$ cat src/hdl/clcd_pkg.sv
// ----------------------------------------------------------------------------
// clcd_pkg
// Shared types and constants of the character LCD cursor byte engine.
// ----------------------------------------------------------------------------
package clcd_pkg;

	localparam int MAX_COLUMNS = 40;
	localparam int MAX_LINES   = 4;

	localparam int QDEPTH = 4;
	localparam int QAW    = $clog2(QDEPTH);

	localparam logic [1:0] CMD_PUT   = 2'd0;
	localparam logic [1:0] CMD_MOVE  = 2'd1;
	localparam logic [1:0] CMD_CLEAR = 2'd2;

	localparam logic [1:0] REG_LINES     = 2'd0;
	localparam logic [1:0] REG_COLUMNS   = 2'd1;
	localparam logic [1:0] REG_BACKLIGHT = 2'd2;

	localparam logic [7:0] CODE_CLEAR    = 8'h01;
	localparam logic [7:0] CODE_HOME     = 8'h02;
	localparam logic [7:0] CODE_SET_ADDR = 8'h80;
	localparam logic [7:0] NEWLINE_CODE  = 8'h0A;
	localparam logic [7:0] ROW_ODD_OFS   = 8'h40;

	// one or two controller bytes for the back end
	typedef struct packed {
		logic [7:0] b0;
		logic       sel0;
		logic       wait0;
		logic       two;
		logic [7:0] b1;
		logic       wait1;
	} job_t;

	typedef struct packed {
		logic [2:0] line_count;
		logic [5:0] column_count;
		logic       backlight;
	} cfg_t;

	function automatic logic [7:0] set_addr(input logic [5:0] col, input logic [1:0] row,
		input logic [5:0] cc);
		logic [7:0] a;
		a = {2'b00, col};
		if (row[0])
			a = a + ROW_ODD_OFS;
		if (row[1])
			a = a + {2'b00, cc};
		return CODE_SET_ADDR | a;
	endfunction

endpackage

$ cat src/hdl/char_lcd_cursor_byte_engine_top.sv
// ----------------------------------------------------------------------------
// char_lcd_cursor_byte_engine_top
// The first byte of an item passes the job queue and the sequencer's job and
// output registers. One byte per cycle goes out while jobs wait and out_ready
// allows; a printable character or clear makes 8 bytes, a newline or move 4,
// an unused command none. A 4-entry job queue takes items while bytes drain.
// Reset: config to 2 lines, 16 columns, backlight on; cursor home; queue empty.
// ----------------------------------------------------------------------------
module char_lcd_cursor_byte_engine_top (
	input  logic       clk,
	input  logic       arst_n,
	input  logic       cfg_we,
	input  logic [1:0] cfg_index,
	input  logic [5:0] cfg_data,
	input  logic       in_valid,
	output logic       in_ready,
	input  logic [1:0] cmd,
	input  logic [7:0] char_code,
	input  logic [5:0] column,
	input  logic [1:0] row,
	output logic       out_valid,
	input  logic       out_ready,
	output logic [7:0] bus_byte,
	output logic       long_wait,
	output logic       last
);
	import clcd_pkg::*;

	cfg_t cfg;
	job_t push_job;
	job_t head;
	logic push;
	logic q_ready;
	logic q_valid;
	logic pop;

	clcd_front u_front (
		.clk       (clk),
		.arst_n    (arst_n),
		.cfg_we    (cfg_we),
		.cfg_index (cfg_index),
		.cfg_data  (cfg_data),
		.in_valid  (in_valid),
		.in_ready  (in_ready),
		.cmd       (cmd),
		.char_code (char_code),
		.column    (column),
		.row       (row),
		.q_ready   (q_ready),
		.q_push    (push),
		.q_job     (push_job),
		.cfg       (cfg)
	);

	clcd_queue u_queue (
		.clk      (clk),
		.arst_n   (arst_n),
		.push     (push),
		.push_job (push_job),
		.ready    (q_ready),
		.pop      (pop),
		.valid    (q_valid),
		.head     (head)
	);

	clcd_back u_back (
		.clk       (clk),
		.arst_n    (arst_n),
		.cfg       (cfg),
		.q_valid   (q_valid),
		.q_head    (head),
		.q_pop     (pop),
		.out_valid (out_valid),
		.out_ready (out_ready),
		.bus_byte  (bus_byte),
		.long_wait (long_wait),
		.last      (last)
	);

	a_wait_cmd: assert property (@(posedge clk) disable iff (!arst_n)
		out_valid && long_wait |-> !bus_byte[0])
		else $error("long wait on a data byte");

	a_wait_strobe: assert property (@(posedge clk) disable iff (!arst_n)
		out_valid && (long_wait || last) |-> !bus_byte[2])
		else $error("final byte carries enable");

	a_push_room: assert property (@(posedge clk) disable iff (!arst_n)
		push |-> q_ready)
		else $error("job pushed into full queue");

	a_bl: assert property (@(posedge clk) disable iff (!arst_n)
		out_valid && !cfg.backlight |-> !bus_byte[3])
		else $error("backlight bit set while disabled");

endmodule

$ cat src/hdl/clcd_front.sv
// ----------------------------------------------------------------------------
// clcd_front
// Config registers, cursor tracking and command classification into jobs.
// ----------------------------------------------------------------------------
module clcd_front (
	input  logic                clk,
	input  logic                arst_n,
	input  logic                cfg_we,
	input  logic [1:0]          cfg_index,
	input  logic [5:0]          cfg_data,
	input  logic                in_valid,
	output logic                in_ready,
	input  logic [1:0]          cmd,
	input  logic [7:0]          char_code,
	input  logic [5:0]          column,
	input  logic [1:0]          row,
	input  logic                q_ready,
	output logic                q_push,
	output clcd_pkg::job_t      q_job,
	output clcd_pkg::cfg_t      cfg
);
	import clcd_pkg::*;

	cfg_t       cfg_q;
	logic [6:0] col_q;
	logic [2:0] row_q;
	logic       imp_q;

	logic       accept;
	logic       is_nl;
	logic [6:0] col_a;
	logic       wrap;
	logic [6:0] col_n;
	logic [2:0] row_a;
	logic [2:0] row_n;
	logic       imp_n;
	logic [2:0] lc_sat;
	logic [5:0] cc_sat;

	assign in_ready = q_ready;
	assign accept   = in_valid && in_ready;
	assign cfg      = cfg_q;

	assign lc_sat = (cfg_data[2:0] > 3'(MAX_LINES)) ? 3'(MAX_LINES) : cfg_data[2:0];
	assign cc_sat = (cfg_data > 6'(MAX_COLUMNS)) ? 6'(MAX_COLUMNS) : cfg_data;

	always_ff @(posedge clk or negedge arst_n) begin
		if (!arst_n) begin
			cfg_q.line_count   <= 3'd2;
			cfg_q.column_count <= 6'd16;
			cfg_q.backlight    <= 1'b1;
		end else if (cfg_we) begin
			case (cfg_index)
				REG_LINES:     cfg_q.line_count   <= lc_sat;
				REG_COLUMNS:   cfg_q.column_count <= cc_sat;
				REG_BACKLIGHT: cfg_q.backlight    <= cfg_data[0];
				default: ;
			endcase
		end
	end

	always_comb begin
		is_nl = (char_code == NEWLINE_CODE);
		if (is_nl)
			col_a = imp_q ? col_q : {1'b0, cfg_q.column_count};
		else
			col_a = col_q + 7'd1;
		wrap  = (col_a >= {1'b0, cfg_q.column_count});
		col_n = wrap ? 7'd0 : col_a;
		row_a = wrap ? row_q + 3'd1 : row_q;
		imp_n = wrap && !is_nl;
		row_n = (row_a >= cfg_q.line_count) ? 3'd0 : row_a;
	end

	always_comb begin
		q_push = 1'b0;
		q_job  = '0;
		case (cmd)
			CMD_PUT: begin
				q_push = accept;
				if (is_nl) begin
					q_job.b0 = set_addr(col_n[5:0], row_n[1:0], cfg_q.column_count);
				end else begin
					q_job.b0   = char_code;
					q_job.sel0 = 1'b1;
					q_job.two  = 1'b1;
					q_job.b1   = set_addr(col_n[5:0], row_n[1:0], cfg_q.column_count);
				end
			end
			CMD_MOVE: begin
				q_push   = accept;
				q_job.b0 = set_addr(column, row, cfg_q.column_count);
			end
			CMD_CLEAR: begin
				q_push      = accept;
				q_job.b0    = CODE_CLEAR;
				q_job.wait0 = 1'b1;
				q_job.two   = 1'b1;
				q_job.b1    = CODE_HOME;
				q_job.wait1 = 1'b1;
			end
			default: ;
		endcase
	end

	always_ff @(posedge clk or negedge arst_n) begin
		if (!arst_n) begin
			col_q <= '0;
			row_q <= '0;
			imp_q <= 1'b0;
		end else if (accept) begin
			case (cmd)
				CMD_PUT: begin
					col_q <= col_n;
					row_q <= row_n;
					imp_q <= imp_n;
				end
				CMD_MOVE: begin
					col_q <= {1'b0, column};
					row_q <= {1'b0, row};
				end
				CMD_CLEAR: begin
					col_q <= '0;
					row_q <= '0;
				end
				default: ;
			endcase
		end
	end

endmodule

$ cat src/hdl/clcd_queue.sv
// ----------------------------------------------------------------------------
// clcd_queue
// Small job FIFO between the front end and the byte sequencer.
// ----------------------------------------------------------------------------
module clcd_queue (
	input  logic                clk,
	input  logic                arst_n,
	input  logic                push,
	input  clcd_pkg::job_t      push_job,
	output logic                ready,
	input  logic                pop,
	output logic                valid,
	output clcd_pkg::job_t      head
);
	import clcd_pkg::*;

	job_t           mem [QDEPTH];
	logic [QAW-1:0] wr_q;
	logic [QAW-1:0] rd_q;
	logic [QAW:0]   cnt_q;

	assign ready = (cnt_q != (QAW+1)'(QDEPTH));
	assign valid = (cnt_q != '0);
	assign head  = mem[rd_q];

	always_ff @(posedge clk) begin
		if (push)
			mem[wr_q] <= push_job;
	end

	always_ff @(posedge clk or negedge arst_n) begin
		if (!arst_n) begin
			wr_q  <= '0;
			rd_q  <= '0;
			cnt_q <= '0;
		end else begin
			if (push)
				wr_q <= wr_q + 1'b1;
			if (pop)
				rd_q <= rd_q + 1'b1;
			if (push && !pop)
				cnt_q <= cnt_q + 1'b1;
			else if (pop && !push)
				cnt_q <= cnt_q - 1'b1;
		end
	end

endmodule

$ cat src/hdl/clcd_back.sv
// ----------------------------------------------------------------------------
// clcd_back
// Sequencer: each controller byte goes out as four expander bytes.
// ----------------------------------------------------------------------------
module clcd_back (
	input  logic                clk,
	input  logic                arst_n,
	input  clcd_pkg::cfg_t      cfg,
	input  logic                q_valid,
	input  clcd_pkg::job_t      q_head,
	output logic                q_pop,
	output logic                out_valid,
	input  logic                out_ready,
	output logic [7:0]          bus_byte,
	output logic                long_wait,
	output logic                last
);
	import clcd_pkg::*;

	job_t       job_q;
	logic       busy_q;
	logic       sub_q;
	logic [1:0] phase_q;
	logic       ovalid_q;
	logic [7:0] obyte_q;
	logic       owait_q;
	logic       olast_q;

	logic       advance;
	logic       done;
	logic [7:0] value;
	logic       sel;
	logic       wt;
	logic [3:0] nib;

	assign advance = busy_q && (!ovalid_q || out_ready);
	assign done    = (phase_q == 2'd3) && (sub_q || !job_q.two);
	assign q_pop   = q_valid && (!busy_q || (advance && done));

	assign value = sub_q ? job_q.b1 : job_q.b0;
	assign sel   = sub_q ? 1'b0 : job_q.sel0;
	assign wt    = sub_q ? job_q.wait1 : job_q.wait0;
	assign nib   = phase_q[1] ? value[3:0] : value[7:4];

	always_ff @(posedge clk) begin
		if (q_pop)
			job_q <= q_head;
		if (advance) begin
			obyte_q <= {nib, cfg.backlight, !phase_q[0], 1'b0, sel};
			owait_q <= wt && (phase_q == 2'd3);
			olast_q <= done;
		end
	end

	always_ff @(posedge clk or negedge arst_n) begin
		if (!arst_n) begin
			busy_q   <= 1'b0;
			sub_q    <= 1'b0;
			phase_q  <= '0;
			ovalid_q <= 1'b0;
		end else begin
			if (q_pop) begin
				busy_q  <= 1'b1;
				sub_q   <= 1'b0;
				phase_q <= '0;
			end else if (advance) begin
				phase_q <= phase_q + 2'd1;
				if (done)
					busy_q <= 1'b0;
				else if (phase_q == 2'd3)
					sub_q <= 1'b1;
			end
			if (advance)
				ovalid_q <= 1'b1;
			else if (out_ready)
				ovalid_q <= 1'b0;
		end
	end

	assign out_valid = ovalid_q;
	assign bus_byte  = obyte_q;
	assign long_wait = owait_q;
	assign last      = olast_q;

endmodule

$ cat config.mk
export PLATFORM = sky130hd
export DESIGN_NAME = char_lcd_cursor_byte_engine_top
export DESIGN_NICKNAME = d
export VERILOG_FILES = /design/src/hdl/clcd_pkg.sv /design/src/hdl/char_lcd_cursor_byte_engine_top.sv /design/src/hdl/clcd_front.sv /design/src/hdl/clcd_queue.sv /design/src/hdl/clcd_back.sv
export SDC_FILE = /design/constraint.sdc
export NUM_CORES = 1
export LEC_CHECK = 0
export BUFFER_PORTS_ARGS = -buffer_cell sky130_fd_sc_hd__buf_4
export CORE_UTILIZATION = 34
export DETAILED_ROUTE_END_ITERATION = 10
export PLACE_DENSITY = 0.55
export SLEW_MARGIN = 20
export SYNTH_ARGS = -nofsm -noshare
export SYNTH_HDL_FRONTEND = slang
export SYNTH_SLANG_ARGS = --single-unit
export TNS_END_PERCENT = 30
$ cat constraint.sdc
create_clock -name clk -period 12.7 [get_ports clk]
set_clock_uncertainty 0.2 [all_clocks]
set_input_delay 0.635 -clock clk [delete_from_list [all_inputs] [get_ports clk]]
set_output_delay 0.635 -clock clk [all_outputs]
set_load 0.02 [all_outputs]
==> reports/results.tsv <==
stage	metric	value	unit
status	status	finished with violations	
status	violations	negative hold slack	
grt	grt_first_pass_wirelength	24600	microns
timing	final-hold-violation-count	15	
synthesis	ys_seq_area_share	57.0	%
clock_tree	clkSinkCount	132	
timing	period_share	49.3	%
floorplan	initial_core_util	35.2	%
grt	grt_use_met1	20.6	%
synthesis	synth_most_common_cell	edfxtp_1	
finish	final_util	41.3	%
clock_tree	cts_tree	built	
finish	fill_cells	1761	
grt	grt_antenna_before_repair	0	
critical_path	crit_path_start_kind	input pin	
timing	period_minus_slack	6.26	ns
critical_path	path_class	input pin to flip-flop	
synthesis	postSynth.asyncResetShare	25.0	%
timing	grt_setup_unrepaired	no	
critical_path	r2r_setup_slack	6.74	ns
critical_path	cp_max_fo	16	
timing	hold_ws	-0.00968	ns
routing	drc	0	
synthesis	syn_area	6670	sq um
clock_tree	htreeDepth	4	
place	dpl.hpwl	11200	microns
clock_tree	clk_latency	0.41	ns
synthesis	ys.flop_type	edfxtp_1	
timing	setup_viol	0	
routing	totalWireLength	15300	microns
finish	area_growth	17.4	%
floorplan	dieArea	20200	sq um
routing	vias	4157	
timing	worst_pin_slew	0.988	ns
routing	drt_iter0_markers	262	
synthesis	synth_edf_count	99	
floorplan	die_h	142	microns
finish	regArea	3800	sq um
routing	detail_route.wl_per_cell	18.6	microns
grt	busiest_layer	met2	
finish	drive_gt1_share	20.7	%
synthesis	syn_avg_cell_area	13.2	sq um
pwr	swShare	35.8	%
finish	fin_nets	615	
place	gp_congestion	0.846	
timing	max_freq	160	MHz
synthesis	yosysTopAreaCell	edfxtp_1	
grt	grtUsageMet3	4.21	%
clock_tree	clk_path_buf_depth	2	
synthesis	yosysWarnings	0	
floorplan	io_pins	43	
timing	maxSlewViolCount	0	
pwr	seqPwrFrac	36.6	%
clock_tree	cts_post_setup_buffers_inserted	0	
place	port_buffers	41	
hold_path	hold_class	input pin to asynchronous set/reset pin	
timing	relSlewSlack	34.2	%
synthesis	syn_nets	571	
pwr	p_int	0.00118	W
clock_tree	root_buffer	clkbuf_16	
floorplan	floorplan.rows	50	
grt	gr-usage-all-layers	16.7	%
routing	first_pass_iters	4	
timing	fin_tns_setup	0	ns
grt	grt_pass1_vias	4402	
floorplan	core	19000	sq um
pwr	p_clk_share	26.2	%
synthesis	synth_commonest_cells	edfxtp_1, nor2_1, nand2_1, ha_1, dfrtp_1	
pwr	power.leakage	2.93	nW
pwr	power.density	234	nW/um^2
critical_path	worstPathRequired	12.64	ns
synthesis	netlist_top_cells_area	edfxtp_1, dfrtp_1, mux4_2, ha_1, nor2_1	
clock_tree	cts_made_buffers	17	
routing	ant_nets	0	
synthesis	syn_inst	507	
synthesis	synthDistinctLibCells	63	
critical_path	cp.arrival	6.20	ns
clock_tree	ctsHoldBuffers	0	
job	maxCapViolCount	0	
clock_tree	clk_pin_slew_worst_paths	0.06	ns
synthesis	ys_ff_latch	132	
pwr	ir_drop	0.000125	V
grt	grt_max_degree	34	
finish	multi_input_area	2680	sq um
routing	vias_per_cell	5.04	
pwr	switching_power	0.000656	W
clock_tree	post_cts_resized	0	
critical_path	setup.worst_path.end_class	flip-flop	
grt	overflow	0	
finish	diodes	0	
grt	grt_util_met2	27.2	%
floorplan	die_x	142	microns
synthesis	yosysTopAreaCellShare	44.6	%
pwr	combPwrFrac	37.2	%
[power groups by stage]
stage | clock network, W | registers (W) | logic, W
after floorplan | 0 | 0.000646 | 0.000516
after global placement | 0 | 0.000678 | 0.000681
after detailed placement | 0 | 0.000681 | 0.000685
after CTS | 0.000490 | 0.000672 | 0.000689
after global routing | 0.000509 | 0.000685 | 0.000759
final | 0.000480 | 0.000670 | 0.000681
[cells by family after synthesis]
group | after synthesis | synth area share, %
flops | 132 | 57.0
compound gates | 107 | 11.1
mux | 38 | 9.96
buf+inv | 48 | 2.81
fa+ha+maj | 35 | 6.74
xor+xnor | 21 | 2.76
other cells | 1 | 0.0562
simple gates | 125 | 9.57
[critical path, stage by stage]
cell and delay (ns):
buf_4 0.13, nor4b_4 0.45, and2_4 0.34, o21ai_0 0.18, or2_2 0.38, ha_1 0.28
o21ai_0 0.08, a21o_1 0.17, a21oi_1 0.26, a2111o_1 0.54, nor2_1 0.13, ha_1 0.24
ha_1 0.25, nor2_1 0.12, nand4_1 0.10, o311a_1 0.19, o31a_1 0.29, a31oi_4 0.27
o21ai_0 0.14, a211oi_1 0.24, o32a_1 0.22, mux2i_1 0.10, o31ai_1 0.44
[cell usage in the layout (no fill, tap or decap), drive strengths merged, types with 6 or more instances in the layout]
master / instances
a21o: 6
a21oi: 23
a22oi: 6
and2: 10
buf: 44
clkbuf: 19
dfrtp: 30
edfxtp: 99
ha: 31
inv: 32
mux2: 7
mux2i: 9
mux4: 22
nand2: 34
nand2b: 11
nand3: 9
nor2: 38
o21ai: 27
xnor2: 15
xor2: 6
[flip-flops by register name (all words and copies together) (netlist names)]
register	count
u_front.col_q	7
u_back.phase_q	2
u_back.sub_q	1
u_queue.mem	72
u_back.long_wait	1
u_back.out_valid	1
u_back.job_q	18
u_front.row_q	3
u_queue.rd_q	2
u_back.bus_byte	7
u_queue.wr_q	2
u_queue.cnt_q	3
u_front.imp_q	1
u_front.cfg	10
u_back.busy_q	1
u_back.last	1
[final timing paths]
| check | startpoint | endpoint | depth (start not counted) |
|---|---|---|---|
| min in group clk | cfg_data[4] | u_front.cfg[5] | 3 |
| max in group asynchronous | arst_n | u_front.cfg[5] | 1 |
| worst min register to register | u_back.busy_q | u_back.out_valid | 1 |
| worst max-delay path | char_code[0] | u_queue.mem[3][18] | 23 |
| worst max register to register | u_front.col_q[1] | u_queue.mem[3][18] | 22 |
| worst min-delay path | arst_n | u_back.busy_q | 1 |
[layer usage]
layer,routed length (microns),vias to the layer above
met3,565,33
met1,6880,2050
met2,7270,91
met4,626,0
li1,-,1983
met5,0,-
[metrics by stage]
step | total power, W | cells | worst slack, ns | instance area (sq um) | hold slack, ns
4_1_cts | 0.00185 | 824 | 6.46 | 7830 | 0.000839
3_5_place_dp | 0.00137 | 792 | 6.02 | 7250 | 0.260
6_report | 0.00183 | 824 | 6.44 | 7830 | -0.00968
2_1_floorplan | 0.00116 | 507 | 6.96 | 6670 | 0.139
5_1_grt | 0.00195 | 824 | 6.03 | 7830 | 0.0115
3_3_place_gp | 0.00136 | 792 | 6.21 | 7250 | 0.254
[final cells by class]
class / instances / share of cell area, %
flip-flops and latches: 132 / 48.6
repair buffers: 44 / 4.22
well taps: 260 / 4.15
inverters: 29 / 1.39
clock inverters: 13 / 1.93
clock buffers: 19 / 5.53
multi-input cells: 327 / 34.2
(Power assumes the default switching activity.)
